File: src/sv/rae_pkg.sv
`default_nettype none

package rae_pkg;

    localparam int unsigned LEN_W   = 6;
    localparam int unsigned SLOT_W  = 2;
    localparam int unsigned RES_MAX = 3;

    localparam logic [LEN_W-1:0]  MAX_ARG_LEN   = 6'd63;
    localparam logic [SLOT_W-1:0] CAPTURED_ARGS = 2'd3;

    localparam logic [7:0] CH_STAR   = 8'h2A;
    localparam logic [7:0] CH_DOLLAR = 8'h24;
    localparam logic [7:0] CH_CR     = 8'h0D;
    localparam logic [7:0] CH_LF     = 8'h0A;
    localparam logic [7:0] CH_NUL    = 8'h00;

    localparam logic [1:0] KIND_BYTE    = 2'd0;
    localparam logic [1:0] KIND_ARG_END = 2'd1;
    localparam logic [1:0] KIND_MSG_END = 2'd2;

    typedef struct packed {
        logic [1:0]        kind;
        logic [SLOT_W-1:0] slot;
        logic [7:0]        out_byte;
        logic [LEN_W-1:0]  arg_length;
        logic              truncated;
        logic [1:0]        args_found;
        logic              run_last;
    } t_result;

    // results caused by one byte, oldest in entry 0
    typedef struct packed {
        logic [1:0]                cnt;
        t_result [RES_MAX-1:0]     res;
    } t_res_set;

endpackage

`default_nettype wire

File: src/sv/rae_parser.sv
`default_nettype none

module rae_parser (
    input  wire logic               i_clk,
    input  wire logic               i_rst_n,
    input  wire logic               i_take,
    input  wire logic [7:0]         i_byte,
    input  wire logic               i_last,
    output rae_pkg::t_res_set       o_set
);
    import rae_pkg::*;

    typedef enum logic [2:0] {
        PH_WAIT_STAR,
        PH_HEADER,
        PH_ITEM,
        PH_LENLINE,
        PH_DATA,
        PH_STOPPED
    } t_phase;

    t_phase             r_phase, n_phase;
    logic               r_cr, n_cr;
    logic [SLOT_W-1:0]  r_arg, n_arg;
    logic [LEN_W-1:0]   r_kept, n_kept;
    logic               r_ovf, n_ovf;
    t_res_set           set;

    function automatic t_result mk(input logic [1:0] kind, input logic [SLOT_W-1:0] slot,
                                   input logic [7:0] b, input logic [LEN_W-1:0] len,
                                   input logic trunc, input logic [1:0] found);
        t_result r;
        r.kind       = kind;
        r.slot       = slot;
        r.out_byte   = b;
        r.arg_length = len;
        r.truncated  = trunc;
        r.args_found = found;
        r.run_last   = 1'b0;
        return r;
    endfunction

    always_comb begin
        n_phase = r_phase;
        n_cr    = r_cr;
        n_arg   = r_arg;
        n_kept  = r_kept;
        n_ovf   = r_ovf;
        set     = '0;

        unique case (r_phase)
            PH_WAIT_STAR: begin
                n_phase = (i_byte == CH_STAR) ? PH_HEADER : PH_STOPPED;
            end
            PH_HEADER, PH_LENLINE: begin
                priority if (i_byte == CH_NUL) begin
                    n_phase = PH_STOPPED;
                    n_cr    = 1'b0;
                end else if (i_byte == CH_CR) begin
                    n_cr = 1'b1;
                end else if (i_byte == CH_LF && r_cr) begin
                    n_cr = 1'b0;
                    if (r_phase == PH_HEADER) begin
                        n_phase = PH_ITEM;
                    end else begin
                        n_phase = PH_DATA;
                        n_kept  = '0;
                        n_ovf   = 1'b0;
                    end
                end else begin
                    n_cr = 1'b0;
                end
            end
            PH_ITEM: begin
                n_phase = (i_byte == CH_DOLLAR) ? PH_LENLINE : PH_STOPPED;
            end
            PH_DATA: begin
                priority if (i_byte == CH_NUL) begin
                    n_phase = PH_STOPPED;
                    n_cr    = 1'b0;
                end else if (i_byte == CH_LF && r_cr) begin
                    n_cr = 1'b0;
                    if (r_arg < CAPTURED_ARGS) begin
                        set.res[set.cnt] = mk(KIND_ARG_END, r_arg, 8'd0, r_kept, r_ovf, 2'd0);
                        set.cnt          = set.cnt + 2'd1;
                        n_arg            = r_arg + 2'd1;
                    end
                    n_kept  = '0;
                    n_ovf   = 1'b0;
                    n_phase = PH_ITEM;
                end else begin
                    // a held cr that is not followed by lf is plain data
                    if (r_cr && r_arg < CAPTURED_ARGS) begin
                        if (n_kept < MAX_ARG_LEN) begin
                            set.res[set.cnt] = mk(KIND_BYTE, r_arg, CH_CR, '0, 1'b0, 2'd0);
                            set.cnt          = set.cnt + 2'd1;
                            n_kept           = n_kept + 6'd1;
                        end else begin
                            n_ovf = 1'b1;
                        end
                    end
                    if (i_byte == CH_CR) begin
                        n_cr = 1'b1;
                    end else begin
                        n_cr = 1'b0;
                        if (r_arg < CAPTURED_ARGS) begin
                            if (n_kept < MAX_ARG_LEN) begin
                                set.res[set.cnt] = mk(KIND_BYTE, r_arg, i_byte, '0, 1'b0,
                                                      2'd0);
                                set.cnt          = set.cnt + 2'd1;
                                n_kept           = n_kept + 6'd1;
                            end else begin
                                n_ovf = 1'b1;
                            end
                        end
                    end
                end
            end
            default: begin
                n_phase = PH_STOPPED;
            end
        endcase

        if (i_last) begin
            set.res[set.cnt] = mk(KIND_MSG_END, '0, 8'd0, '0, 1'b0,
                                  (r_arg < CAPTURED_ARGS) ? n_arg : CAPTURED_ARGS);
            set.cnt = set.cnt + 2'd1;
            n_phase = PH_WAIT_STAR;
            n_cr    = 1'b0;
            n_arg   = '0;
            n_kept  = '0;
            n_ovf   = 1'b0;
        end

        if (set.cnt != 2'd0) begin
            set.res[set.cnt - 2'd1].run_last = 1'b1;
        end
    end

    always_ff @(posedge i_clk) begin
        if (!i_rst_n) begin
            r_phase <= PH_WAIT_STAR;
            r_cr    <= 1'b0;
            r_arg   <= '0;
            r_kept  <= '0;
            r_ovf   <= 1'b0;
        end else if (i_take) begin
            r_phase <= n_phase;
            r_cr    <= n_cr;
            r_arg   <= n_arg;
            r_kept  <= n_kept;
            r_ovf   <= n_ovf;
        end
    end

    assign o_set = set;

`ifndef ASSERT_OFF
    a_end_clears: assert property (@(posedge i_clk) disable iff (!i_rst_n)
        i_take && i_last |=> r_phase == PH_WAIT_STAR && !r_cr && r_arg == '0 && r_kept == '0)
        else $error("state not cleared after message end");

    a_three_needs_last: assert property (@(posedge i_clk) disable iff (!i_rst_n)
        i_take && set.cnt == 2'd3 |-> i_last)
        else $error("three results without message end");

    a_idle_holds: assert property (@(posedge i_clk) disable iff (!i_rst_n)
        !i_take |=> $stable(r_phase) && $stable(r_kept) && $stable(r_arg))
        else $error("parser state moved without a byte");
`endif

endmodule

`default_nettype wire

File: src/sv/rae_result_buf.sv
`default_nettype none

module rae_result_buf (
    input  wire logic               i_clk,
    input  wire logic               i_rst_n,
    input  wire logic               i_load,
    input  wire rae_pkg::t_res_set  i_set,
    input  wire logic               i_ready,
    output logic                    o_valid,
    output rae_pkg::t_result        o_res,
    output logic                    o_free
);
    import rae_pkg::*;

    t_result [RES_MAX-1:0] r_res;
    logic [1:0]            r_cnt;

    assign o_valid = (r_cnt != 2'd0);
    assign o_res   = r_res[0];
    // can reload when empty or the last held result leaves this cycle
    assign o_free  = (r_cnt == 2'd0) || (r_cnt == 2'd1 && i_ready);

    always_ff @(posedge i_clk) begin
        if (!i_rst_n) begin
            r_cnt <= 2'd0;
        end else if (i_load) begin
            r_cnt <= i_set.cnt;
        end else if (o_valid && i_ready) begin
            r_cnt <= r_cnt - 2'd1;
        end
    end

    always_ff @(posedge i_clk) begin
        if (i_load) begin
            r_res <= i_set.res;
        end else if (o_valid && i_ready) begin
            r_res[0] <= r_res[1];
            r_res[1] <= r_res[2];
        end
    end

`ifndef ASSERT_OFF
    a_last_at_tail: assert property (@(posedge i_clk) disable iff (!i_rst_n)
        r_cnt != 2'd0 |-> (r_res[0].run_last == (r_cnt == 2'd1)))
        else $error("run_last not on final buffered result");

    a_no_overwrite: assert property (@(posedge i_clk) disable iff (!i_rst_n)
        i_load |-> r_cnt == 2'd0 || (r_cnt == 2'd1 && i_ready))
        else $error("result buffer overwritten");

    a_drain: assert property (@(posedge i_clk) disable iff (!i_rst_n)
        !i_load && o_valid && i_ready |=> r_cnt == $past(r_cnt) - 2'd1)
        else $error("result count did not drop on take");
`endif

endmodule

`default_nettype wire

File: src/sv/resp_array_arg_extractor_unit.sv
`default_nettype none

// path: input register, then result buffer, which drives the master side
// throughput: one byte per cycle while each byte gives at most one result word
// and m_axis_tready is high; a byte giving k words (up to 3) holds the buffer until
// all k are taken; bytes with no result pass at one per cycle if the buffer is free
// reset: synchronous, active low; clears parser state and both stage valids
module resp_array_arg_extractor_unit (
    input  wire logic        i_clk,
    input  wire logic        i_rst_n,
    input  wire logic        s_axis_tvalid,
    output logic             s_axis_tready,
    input  wire logic [7:0]  s_axis_tdata,   // [7:0] rx_byte
    input  wire logic        s_axis_tlast,   // msg_last
    output logic             m_axis_tvalid,
    input  wire logic        m_axis_tready,
    output logic [23:0]      m_axis_tdata,   // [1:0] slot, [9:2] out_byte,
                                             // [15:10] arg_length, [16] truncated,
                                             // [18:17] args_found, [23:19] zero
    output logic [1:0]       m_axis_tuser,   // [1:0] kind
    output logic             m_axis_tlast    // run_last
);
    import rae_pkg::*;

    logic       r_in_valid;
    logic [7:0] r_in_byte;
    logic       r_in_last;
    logic       take;
    logic       buf_free;
    t_res_set   set;
    t_result    head;

    assign take          = r_in_valid && buf_free;
    assign s_axis_tready = !r_in_valid || take;

    always_ff @(posedge i_clk) begin
        if (!i_rst_n) begin
            r_in_valid <= 1'b0;
        end else begin
            r_in_valid <= (s_axis_tvalid && s_axis_tready) || (r_in_valid && !take);
        end
    end

    always_ff @(posedge i_clk) begin
        if (s_axis_tvalid && s_axis_tready) begin
            r_in_byte <= s_axis_tdata;
            r_in_last <= s_axis_tlast;
        end
    end

    rae_parser u_parser (
        .i_clk   (i_clk),
        .i_rst_n (i_rst_n),
        .i_take  (take),
        .i_byte  (r_in_byte),
        .i_last  (r_in_last),
        .o_set   (set)
    );

    rae_result_buf u_result_buf (
        .i_clk   (i_clk),
        .i_rst_n (i_rst_n),
        .i_load  (take),
        .i_set   (set),
        .i_ready (m_axis_tready),
        .o_valid (m_axis_tvalid),
        .o_res   (head),
        .o_free  (buf_free)
    );

    assign m_axis_tdata = {5'd0, head.args_found, head.truncated, head.arg_length,
                           head.out_byte, head.slot};
    assign m_axis_tuser = head.kind;
    assign m_axis_tlast = head.run_last;

`ifndef ASSERT_OFF
    a_in_hold: assert property (@(posedge i_clk) disable iff (!i_rst_n)
        r_in_valid && !take |=> r_in_valid && $stable(r_in_byte) && $stable(r_in_last))
        else $error("input word lost while stalled");

    a_ready_when_empty: assert property (@(posedge i_clk) disable iff (!i_rst_n)
        !r_in_valid |-> s_axis_tready)
        else $error("input stalled with empty register");

    a_take_frees: assert property (@(posedge i_clk) disable iff (!i_rst_n)
        take && !(s_axis_tvalid && s_axis_tready) |=> !r_in_valid)
        else $error("input register not emptied after take");
`endif

endmodule

`default_nettype wire

File: config.mk
export PLATFORM = sky130hd
export DESIGN_NAME = resp_array_arg_extractor_unit
export DESIGN_NICKNAME = d
export VERILOG_FILES = /design/src/sv/rae_pkg.sv /design/src/sv/rae_parser.sv /design/src/sv/rae_result_buf.sv /design/src/sv/resp_array_arg_extractor_unit.sv
export SDC_FILE = /design/constraint.sdc
export NUM_CORES = 1
export LEC_CHECK = 0
export ABC_AREA = 1
export ABC_CLOCK_PERIOD_IN_PS = 9240
export BUFFER_PORTS_ARGS = -buffer_cell sky130_fd_sc_hd__buf_2
export CAP_MARGIN = 30
export CORE_MARGIN = 10
export CORE_UTILIZATION = 45
export CTS_CLUSTER_SIZE = 12
export DETAILED_ROUTE_END_ITERATION = 7
export MAX_ROUTING_LAYER = met4
export PLACE_DENSITY_LB_ADDON = 0.1
export SLEW_MARGIN = 30
export SYNTH_ARGS = -nofsm -noshare
export SYNTH_HDL_FRONTEND = slang
export SYNTH_HIERARCHICAL = 1
export SYNTH_SLANG_ARGS = --single-unit
File: constraint.sdc
create_clock -name i_clk -period 9.24 [get_ports i_clk]
set_clock_uncertainty 0.05 [all_clocks]
set_input_delay 2.31 -clock i_clk [delete_from_list [all_inputs] [get_ports i_clk]]
set_output_delay 2.31 -clock i_clk [all_outputs]
set_load 0.005 [all_outputs]
Word-level counts from Yosys, hierarchy flattened
Index checks and enable logic that the tools add are counted.
Widths: inputs -> output; s select.

cells by class
  $add $sub $neg = 7
  reductions and logical operators = 26
  div/mod/pow operators = 0
  equality and inequality tests = 17
  multipliers = 0
  shifts and indexed selects = 0
  order comparisons = 9
  bitwise operators = 0
  multiplexer cells = 86

operators by type and width
  operator             number
  $mux 68              6
  $bwmux 66            3
  $mux 22              7
  $demux 22 s2         3
  $mux 44              3
  $mux 6               15
  $mux 66              1
  $mux 3               9
  $mux 2               13
  $mux 21              1
  $mux 1               20
  $mux 20              1
  $eq 8x4->1 const B   2
  $eq 8x6->1 const B   2
  $add 6x1->6 const B  2
  $lt 6x6->1 const B   2
  $ne 3x3->1 const B   4
  $pmux 3 s4           1
  $pmux 6 s2           1
  $logic_and 1x1->1    10
  $lt 2x3->1 const B   3
  $logic_not 8->1      1
  $ne 4x2->1 const B   2
  $reduce_and 7->1     1
  other kinds (20)     32

storage, ports and cells
  memories = 0
  flip-flop bits (word level) = 91
  latch bits = 0
  output and inout port bits = 29
  memory bits (read-only) = 0
  word-level logic and storage cells = 175
  bits in writable memories = 0

Logic depth before layout (Yosys ltp)
Gate-level depths: netlist of the first run.

  depth in word-level cells = 31
  mapped depth = 26

Hierarchy
Netlist of the first run, hierarchy kept.

modules (own cells, without submodules)
  module                         cells each  instances  sequential area each (um^2)  area each (um^2)
  rae_result_buf                 257         1          2,021.9                      2,904.0
  rae_parser                     332         1          260.2                        1,906.8
  resp_array_arg_extractor_unit  24          1          290.3                        370.4

Worst setup path after synthesis of the first run
OpenSTA, ideal clock, no wires.

  path type = input to output
  start = input port m_axis_tready
  end = output port s_axis_tready
  arrival = 2.536 ns
  setup slack = 4.344 ns
  data required time = 6.880 ns
  buffers on the path = 0
  stages = 4
  path through = nand2_1 > nand2_1 > inv_1 > nand2_2

between the ends
  word-level cells in the longest chain between the ends = 4

ends and longest elaborated chain
  element             line                                 RTL
  start: declaration  resp_array_arg_extractor_unit.sv:16  input wire logic m_axis_tready,
  $logic_and 1x1->1   rae_result_buf.sv:21                 assign o_free = (r_cnt == 2'd0) || (r_cnt == 2'd1 && i_ready);
  $logic_or 1x1->1    rae_result_buf.sv:21
  named net buf_free  resp_array_arg_extractor_unit.sv:29  logic buf_free;
  $logic_and 1x1->1   resp_array_arg_extractor_unit.sv:33  assign take = r_in_valid && buf_free;
  $logic_or 1x1->1    resp_array_arg_extractor_unit.sv:34  assign s_axis_tready = !r_in_valid || take;
  end: declaration    resp_array_arg_extractor_unit.sv:12  output logic s_axis_tready,

The timed path passes the listed nets, and every way through them passes these cells.

Final worst setup path of the first run
Same ends and word-level chain as after synthesis.

==> results.sh, run 1 <==
export IMPL_outcome="completed"
export IMPL_synth_xor_area_share_pct=0.507
export IMPL_die_y_um=127
export IMPL_synthMuxAreaShare_pct=0
export IMPL_crit_fanout=2
export IMPL_synth_commonest_cells="nand2_1 (214), edfxtp_1 (75), buf_4 (56), inv_1 (56), nor2_1 (39)"
export IMPL_gr_total_overflow=0
export IMPL_vias=3764
export IMPL_hold_class="reg2reg"
export IMPL_grt_max_degree=75
export IMPL_drive_gt1_share_pct=13.0
export IMPL_cts_resized=0
export IMPL_hpwlAfterDp_um=7330
export IMPL_fin_total_pwr_w=0.00128
export IMPL_leakage_nw=2.42
export IMPL_ant_nets=0
export IMPL_dieWidth_um=127
export IMPL_antenna_found_initial=0
export IMPL_pin_count=42
export IMPL_cts_max_path_buffers=2
export IMPL_drv_cap=0
export IMPL_clk_pin_slew_worst_paths_ns=0.06
export IMPL_fin_nets=645
export IMPL_synth_simple_area_share_pct=28.0
export IMPL_initial_core_util_pct=45.6
export IMPL_syn_avg_cell_area_um2=8.45
export IMPL_hold_buffers=0
export IMPL_htree_levels=3
export IMPL_postCtsSetupBuffers=0
export IMPL_finalCritPeriodShare_pct=55.7
export IMPL_final_hold_viol_count=0
export IMPL_synth_compound_area_share_pct=4.88
export IMPL_cp_end_kind="output pin"
export IMPL_power_density_nw_per_um2=233
export IMPL_ys_ff_latch=91
export IMPL_tightest_slew_ns=0.816
export IMPL_num_rows=39
export IMPL_cts_tree="done"
export IMPL_critPathKind="in2out"
export IMPL_max_freq_mhz=194
export IMPL_min_period_ns=5.15
export IMPL_rr_worst_depth=25
export IMPL_dieArea_um2=16200
export IMPL_arrival_ns=2.79
export IMPL_cp_start_kind="input pin"
export IMPL_slew_headroom_pct=45.6
export IMPL_grt_pass1_vias=3571
export IMPL_pre_cts_slack_ns=4.08
export IMPL_synth_warnings=6
export IMPL_synth_top_family_by_area="simple AND/OR/NAND/NOR gates"
export IMPL_ys_seq_area_share_pct=49.6
export IMPL_drc=0
export IMPL_synth_distinct_cells=38
export IMPL_synth_top_area_share_pct=43.5
export IMPL_async_reset_ff_share_pct=0
export IMPL_rsz0062_at_grt="no"
export IMPL_mappedNetlistArea_um2=5180
export IMPL_setup_tns_ns=0
export IMPL_core_um2=11400
export IMPL_yosys_top_cells_area="edfxtp_1 (43%), nand2_1 (16%), buf_4 (8.1%)"
export IMPL_final_max_slew_viol_count=0
export IMPL_gp_congestion=0.848
export IMPL_synth_fa_ha_area_share_pct=1.93
export IMPL_wirelength_um=10500
export IMPL_clockRootBuffer="clkbuf_16"
export IMPL_setup_violations=0
export IMPL_synth_edff_count=75
export IMPL_antennaDiodeCount=0
export IMPL_synth_ff_type="edfxtp_1"
export IMPL_whs_path_depth=2
export IMPL_max_vdd_ir_drop_mv=0.234
export IMPL_wire_per_inst_um=13.6
export IMPL_area_delta_synth_final_pct=5.94
export IMPL_worst_slack_ns=4.09
export IMPL_clkLatencyLatePin_ns=0.35
export IMPL_synth_area_leader_cell="edfxtp_1"
export IMPL_clock_sinks=91
export IMPL_syn_inst=613
export IMPL_synth_most_common_cell="nand2_1"
export IMPL_portBuffers=36
export IMPL_vias_per_cell=4.88
export IMPL_cts_buffers=9
export IMPL_first_iter_violations=312
export IMPL_drt_pass1_iterations=5
export IMPL_grt_pass1_wl_um=17700
export IMPL_grt_total_usage_pct=13.9
export IMPL_critPathRequiredTime_ns=6.88
[worst paths after layout]
path	from	to	slack, ns
hold / removal	u_parser/r_ovf$_SDFFE_PN0P_	u_parser/r_ovf$_SDFFE_PN0P_	0.42
setup / recovery	m_axis_tready	s_axis_tready	4.09
setup reg to reg	u_parser/r_kept[1]$_SDFFE_PN0P_	u_result_buf/o_res[6]$_DFFE_PP_	4.95
hold reg to reg	u_parser/r_ovf$_SDFFE_PN0P_	u_parser/r_ovf$_SDFFE_PN0P_	0.42
[layout make-up]
class | instances | area, um2
fill | 1106 | 5880
sequential | 91 | 2570
multi-input combinational | 421 | 1950
inverter | 63 | 244
clock buffer | 9 | 225
timing repair buffer | 38 | 195
tap | 143 | 179
clock inverter | 7 | 121
[where the power goes]
part           internal (W)  switching (W)
combinational     0.0000781       0.000179
sequential         0.000564      0.0000258
clock              0.000266       0.000164
[layer usage]
metal  wire, um  track usage (%)
met5          0                -
met4        184             5.29
met3        568             4.01
met2       5100             21.9
met1       4650             16.5
[per-stage QoR]
step           hold WS (ns)  util (%)  cell area (um2)  cells
6_report              0.419      48.3             5490    772
4_1_cts               0.427      48.3             5490    772
3_3_place_gp          0.416      45.2             5140    756
5_1_grt               0.467      48.3             5490    772
2_1_floorplan         0.384         -             5290    642
3_5_place_dp          0.418      45.2             5140    756
[sequential cells by signal, indices dropped and copies added (netlist names)]
name / count
u_parser/r_kept: 6
u_result_buf/r_cnt: 2
u_parser/r_arg: 2
u_parser/r_phase: 3
r_in_byte: 8
u_result_buf/o_res: 22
r_in_valid: 1
u_parser/r_ovf: 1
u_parser/r_cr: 1
u_result_buf/r_res: 44
r_in_last: 1
[placed cells by master, fill, tap and decap left out, types with 2 or more instances in the layout]
cell       count
a211oi_1       3
a21oi_1       22
a31oi_1        2
buf_2         36
buf_4          2
bufinv_16      3
clkbuf_16      9
clkinv_1       2
conb_1        31
dfxtp_1       16
edfxtp_1      75
ha_1           8
inv_1         55
inv_2          5
inv_6          2
nand2_1      213
nand2_2        5
nand2_4        3
nand3_1       33
nand3b_1       2
nand4_1        8
nor2_1        39
nor2_2         6
nor2_4         2
nor3_1        17
o21ai_0       13
o21ai_1        2
xor2_1         2
[logic make-up after synthesis]
group	after synthesis
flip-flops	91
buffers and inverters	130
other	2
adder cells (fa/ha/maj)	8
AO/OA/AOI/OAI	46
XOR/XNOR	3
AND/OR/NAND/NOR	333
[critical path, cell delays in order]
cell     delay (ns)
buf_2          0.11
nand2_1        0.06
nand2_1        0.06
inv_1          0.08
nand2_2        0.06
buf_2          0.13
Note: power is estimated with default switching activity, not from simulation.
==> run 2: changes to the inputs <==
--- a/config.mk
+++ b/config.mk
@@ -6,7 +6,7 @@
 export NUM_CORES = 1
 export LEC_CHECK = 0
 export ABC_AREA = 1
-export ABC_CLOCK_PERIOD_IN_PS = 9240
+export ABC_CLOCK_PERIOD_IN_PS = 4600
 export BUFFER_PORTS_ARGS = -buffer_cell sky130_fd_sc_hd__buf_2
 export CAP_MARGIN = 30
 export CORE_MARGIN = 10
==> constraint.sdc (replaced) <==
create_clock -name i_clk -period 4.6 [get_ports i_clk]
set_clock_uncertainty 0.05 [all_clocks]
set_input_delay 1.15 -clock i_clk [delete_from_list [all_inputs] [get_ports i_clk]]
set_output_delay 1.15 -clock i_clk [all_outputs]
set_load 0.005 [all_outputs]
==> results.sh, run 2 (synthesized netlist as in run 1, its figures left out) <==
export IMPL_vias_per_cell=4.82
export IMPL_max_freq_mhz=245
export IMPL_wire_per_inst_um=14.2
export IMPL_cp_start_kind="flop"
export IMPL_grt_pass1_wl_um=17800
export IMPL_cts_max_path_buffers=2
export IMPL_leakage_nw=2.44
export IMPL_clock_sinks=91
export IMPL_power_density_nw_per_um2=461
export IMPL_first_iter_violations=270
export IMPL_grt_pass1_vias=3575
export IMPL_dieArea_um2=16200
export IMPL_final_max_slew_viol_count=0
export IMPL_final_hold_viol_count=0
export IMPL_gr_total_overflow=0
export IMPL_clkLatencyLatePin_ns=0.35
export IMPL_core_um2=11400
export IMPL_drt_pass1_iterations=4
export IMPL_vias=3727
export IMPL_min_period_ns=4.08
export IMPL_outcome="completed"
export IMPL_initial_core_util_pct=45.6
export IMPL_crit_fanout=13
export IMPL_antennaDiodeCount=0
export IMPL_cts_buffers=9
export IMPL_final_common_cell="nand2_1"
export IMPL_crit_top_cell="nand2_1"
export IMPL_worst_path_max_delay_cell="dfxtp_1"
export IMPL_drc=0
export IMPL_max_vdd_ir_drop_mv=0.335
export IMPL_drive_gt1_share_pct=13.5
export IMPL_postCtsSetupBuffers=0
export IMPL_critPathMaxStageDelay_ns=0.42
export IMPL_clockRootBuffer="clkbuf_16"
export IMPL_num_rows=39
export IMPL_fin_util_pct=48.3
export IMPL_area_delta_synth_final_pct=5.96
export IMPL_arrival_ns=4.24
export IMPL_portBuffers=36
export IMPL_grt_max_degree=64
export IMPL_pre_cts_slack_ns=0.465
export IMPL_drv_cap=0
export IMPL_critPathRequiredTime_ns=4.76
export IMPL_htree_levels=3
export IMPL_hold_class="reg2reg"
export IMPL_dieWidth_um=127
export IMPL_gp_congestion=0.868
export IMPL_layout_common_cells="nand2_1 (213), edfxtp_1 (75), inv_1 (55), nor2_1 (39), buf_2 (36)"
export IMPL_clk_pin_slew_worst_paths_ns=0.07
export IMPL_ant_nets=0
export IMPL_largest_reg_flops=44
export IMPL_critPathKind="reg2reg"
export IMPL_fin_nets=647
export IMPL_rsz0062_at_grt="no"
export IMPL_tightest_slew_ns=0.826
export IMPL_setup_tns_ns=0
export IMPL_antenna_found_initial=0
export IMPL_regMostFlops="u_result_buf/r_res"
export IMPL_pin_count=42
export IMPL_cts_tree="done"
export IMPL_finalCritPeriodShare_pct=88.8
export IMPL_cp_end_kind="flop"
export IMPL_setup_violations=0
export IMPL_slew_headroom_pct=44.9
export IMPL_worst_slack_ns=0.516
export IMPL_die_y_um=127
export IMPL_wirelength_um=11000
export IMPL_grt_total_usage_pct=14.1
export IMPL_hpwlAfterDp_um=7990
-- run 2: worst paths after layout --
check / slack, ns / from / cells past startpoint / to
worst max-delay path: 0.52 / u_parser/r_kept[1]$_SDFFE_PN0P_ / 25 / u_result_buf/o_res[14]$_DFFE_PP_
worst min-delay path: 0.43 / u_parser/r_ovf$_SDFFE_PN0P_ / 2 / u_parser/r_ovf$_SDFFE_PN0P_
worst max register to register: 0.52 / u_parser/r_kept[1]$_SDFFE_PN0P_ / 25 / u_result_buf/o_res[14]$_DFFE_PP_
worst min register to register: 0.43 / u_parser/r_ovf$_SDFFE_PN0P_ / 2 / u_parser/r_ovf$_SDFFE_PN0P_
-- run 2: routing by layer --
metal,GRT usage (%),up-vias,routed length [um]
met4,5.96,0,210
li1,-,1930,-
met2,21.7,59,5210
met1,17.8,1722,5160
met3,2.73,16,396
met5,-,-,0
-- run 2: critical path: cells and delay by family (launching register included) --
kind,cells,cell delay (ns)
simple gates,21,2.49
fa+ha+maj,4,0.99
flops,1,0.42
-- run 2: cell type report --
class                           count  area (um2)
Tap cell                          143         179
Inverter                           63         244
Clock inverter                      5        85.1
Timing Repair Buffer               40         210
Fill cell                        1164        5880
Multi-Input combinational cell    421        1960
Clock buffer                       11         243
Sequential cell                    91        2570
-- run 2: repair_timing --
action,in CTS,in global routing
hold buffers,0,0
endpoints found under the setup margin,0,4
resized for setup,0,2
-- run 2: report_power, final --
| group | switching (W) | total (W) | internal, W |
|---|---|---|---|
| Sequential | 0.0000549 | 0.00119 | 0.00113 |
| Clock | 0.000317 | 0.000812 | 0.000495 |
| Combinational | 0.000367 | 0.000531 | 0.000164 |
-- run 2: through the flow --
stage | std cells | instance area, um2 | power (W) | hold slack, ns
6_report | 774 | 5490 | 0.00253 | 0.426
5_1_grt | 774 | 5490 | 0.00269 | 0.451
4_1_cts | 774 | 5480 | 0.00257 | 0.441
3_5_place_dp | 758 | 5150 | 0.00175 | 0.431
3_3_place_gp | 758 | 5150 | 0.00174 | 0.425
2_1_floorplan | 642 | 5290 | 0.00167 | 0.384
==> run 3: changes to the inputs <==
--- a/config.mk
+++ b/config.mk
@@ -5,12 +5,12 @@
 export SDC_FILE = /design/constraint.sdc
 export NUM_CORES = 1
 export LEC_CHECK = 0
-export ABC_AREA = 1
 export ABC_CLOCK_PERIOD_IN_PS = 4600
 export BUFFER_PORTS_ARGS = -buffer_cell sky130_fd_sc_hd__buf_2
 export CAP_MARGIN = 30
 export CORE_MARGIN = 10
 export CORE_UTILIZATION = 45
+export CTS_BUF_LIST = sky130_fd_sc_hd__clkbuf_16
 export CTS_CLUSTER_SIZE = 12
 export DETAILED_ROUTE_END_ITERATION = 7
 export MAX_ROUTING_LAYER = met4
==> results.sh, run 3 <==
export IMPL_fin_util_pct=48.8
export IMPL_n_fill_cell=1067
export IMPL_clock_sinks=91
export IMPL_wire_per_inst_um=17.0
export IMPL_async_reset_ff_share_pct=0
export IMPL_synthMuxAreaShare_pct=12.4
export IMPL_synth_distinct_cells=68
export IMPL_regMostFlops="u_result_buf/r_res"
export IMPL_drv_cap=0
export IMPL_synth_ff_type="edfxtp_1"
export IMPL_final_hold_viol_count=0
export IMPL_synth_top_family_by_area="simple AND/OR/NAND/NOR gates"
export IMPL_htree_levels=3
export IMPL_gp_congestion=0.911
export IMPL_clk_pin_slew_worst_paths_ns=0.06
export IMPL_setup_violations=0
export IMPL_ys_seq_area_share_pct=48.9
export IMPL_finalCritPeriodShare_pct=91.1
export IMPL_pin_count=42
export IMPL_portBuffers=36
export IMPL_hold_class="reg2reg"
export IMPL_synth_most_common_cell="edfxtp_1"
export IMPL_clock_power_share_pct=30.5
export IMPL_hold_buffers=0
export IMPL_switching_share_pct=26.0
export IMPL_max_freq_mhz=239
export IMPL_dieWidth_um=128
export IMPL_antenna_found_initial=0
export IMPL_grt_pass1_vias=3201
export IMPL_syn_avg_cell_area_um2=11.7
export IMPL_pwr_share_comb_pct=18.9
export IMPL_grt_max_degree=33
export IMPL_fin_nets=487
export IMPL_synth_warnings=6
export IMPL_rr_worst_depth=19
export IMPL_ant_nets=0
export IMPL_area_delta_synth_final_pct=6.00
export IMPL_synth_edff_count=75
export IMPL_cp_end_kind="flop"
export IMPL_ys_ff_latch=91
export IMPL_grt_pass1_wl_um=16800
export IMPL_power_frac_seq_pct=50.6
export IMPL_leakage_nw=2.19
export IMPL_mappedNetlistArea_um2=5260
export IMPL_p_int_w=0.00163
export IMPL_core_um2=11400
export IMPL_gr_total_overflow=0
export IMPL_grt_total_usage_pct=13.4
export IMPL_synth_area_leader_cell="edfxtp_1"
export IMPL_cts_buffers=9
export IMPL_synth_compound_area_share_pct=9.11
export IMPL_dieArea_um2=16400
export IMPL_setup_tns_ns=0
export IMPL_layout_common_cells="edfxtp_1 (75), nand2_1 (39), buf_2 (36), conb_1 (31), mux2_4 (28)"
export IMPL_antennaDiodeCount=0
export IMPL_die_y_um=128
export IMPL_cts_tree="done"
export IMPL_syn_inst=449
export IMPL_arrival_ns=4.36
export IMPL_synth_fa_ha_area_share_pct=1.90
export IMPL_synth_simple_area_share_pct=15.4
export IMPL_crit_fanout=7
export IMPL_slew_headroom_pct=53.0
export IMPL_synth_commonest_cells="edfxtp_1 (75), buf_4 (55), nand2_1 (41)"
export IMPL_rsz0062_at_grt="no"
export IMPL_min_period_ns=4.19
export IMPL_num_rows=39
export IMPL_drt_pass1_iterations=4
export IMPL_clockRootBuffer="clkbuf_16"
export IMPL_cts_max_path_buffers=2
export IMPL_final_max_slew_viol_count=0
export IMPL_vias_per_cell=5.10
export IMPL_critPathRequiredTime_ns=4.77
export IMPL_first_iter_violations=179
export IMPL_tightest_slew_ns=0.696
export IMPL_initial_core_util_pct=46.0
export IMPL_hpwlAfterDp_um=7470
export IMPL_vias=3133
export IMPL_whs_path_depth=2
export IMPL_synth_top_area_share_pct=42.8
export IMPL_power_density_nw_per_um2=395
export IMPL_largest_reg_flops=44
export IMPL_wirelength_um=10400
export IMPL_outcome="completed"
export IMPL_drc=0
export IMPL_max_vdd_ir_drop_mv=0.217
export IMPL_final_common_cell="edfxtp_1"
export IMPL_yosys_top_cells_area="edfxtp_1 (43%), mux2_4 (8.0%), buf_4 (7.9%)"
export IMPL_switchingPower_w=0.000573
export IMPL_synth_xor_area_share_pct=1.00
export IMPL_clkLatencyLatePin_ns=0.35
export IMPL_critPathKind="reg2reg"
export IMPL_drive_gt1_share_pct=27.6
export IMPL_cp_start_kind="flop"
[run 3: cell count changes after synthesis, moves of 14 or more]
cell / change
and2_1: +21
inv_1: -40
nand3_1: -30
mux2_4: +28
nand2_1: -173
mux2_2: +16
nor3_1: -14
[run 3: cell families after synthesis]
| logic type | after synthesis |
|---|---|
| flops | 91 |
| xor+xnor | 6 |
| compound gates | 63 |
| simple gates | 144 |
| fa+ha+maj | 8 |
| buf+inv | 86 |
| mux | 49 |
| other cells | 2 |
[run 3: path summary, 6_finish.rpt]
path                                        start                                to  slack [ns]
hold reg to reg             r_in_valid$_SDFF_PN0_             r_in_valid$_SDFF_PN0_        0.45
hold / removal              r_in_valid$_SDFF_PN0_             r_in_valid$_SDFF_PN0_        0.45
setup / recovery  u_parser/r_kept[0]$_SDFFE_PN0P_  u_result_buf/o_res[15]$_DFFE_PP_        0.41
setup reg to reg  u_parser/r_kept[0]$_SDFFE_PN0P_  u_result_buf/o_res[15]$_DFFE_PP_        0.41
[run 3: area by class of cell]
cell class	instances	area, um2	share of cell area, %
repair buffers	46	255	4.58
inverters	17	63.8	1.15
clock inverters	7	43.8	0.786
multi-input cells	301	2230	40.1
flip-flops and latches	91	2570	46.2
clock buffers	9	225	4.04
well taps	143	179	3.21
[run 3: worst max-delay path, stage by stage, from the launching register on]
cell       delay [ns]
dfxtp_1          0.43
ha_1             0.20
and3_2           0.22
nand3_1          0.21
nand2_2          0.19
inv_2            0.06
xnor2_1          0.13
ha_1             0.21
nor4b_4          0.24
nand2_2          0.12
ha_1             0.29
a21oi_1          0.05
o21ai_0          0.16
nand2_1          0.15
ha_1             0.22
nand2_1          0.17
nand2_2          0.14
a2111oi_4        0.47
and2_1           0.19
mux2_4           0.13
[run 3: per-stage QoR]
stage               area, um2  hold slack (ns)  total power [W]  setup WS, ns  std cells
floorplan                5370            0.427          0.00149         0.610        478
global placement         5280            0.439          0.00155         0.294        598
detailed placement       5280            0.449          0.00156         0.122        598
CTS                      5550            0.458          0.00224        0.0882        614
global route             5570            0.479          0.00232        0.0382        614
finish                   5570            0.453          0.00220         0.412        614
[run 3: power groups by stage]
stage	clock network, W	logic (W)	registers, W
3_5_place_dp	0	0.000423	0.00113
5_1_grt	0.000723	0.000466	0.00113
2_1_floorplan	0	0.000380	0.00112
6_report	0.000671	0.000416	0.00111
3_3_place_gp	0	0.000418	0.00113
4_1_cts	0.000696	0.000425	0.00112
[run 3: metal layers]
metal / GRT usage [%] / routed length, um / vias to the layer above
met5: - / 0 / -
met1: 16.6 / 5020 / 1509
met4: 5.76 / 186 / 0
met3: 2.69 / 306 / 13
li1: - / - / 1561
met2: 21.0 / 4930 / 50
[run 3: timing repair]
item | 4_1_cts | 5_1_grt
endpoints found under the setup margin | 0 | 21
buffers inserted | 0 | 0
gates resized for setup | 0 | 5
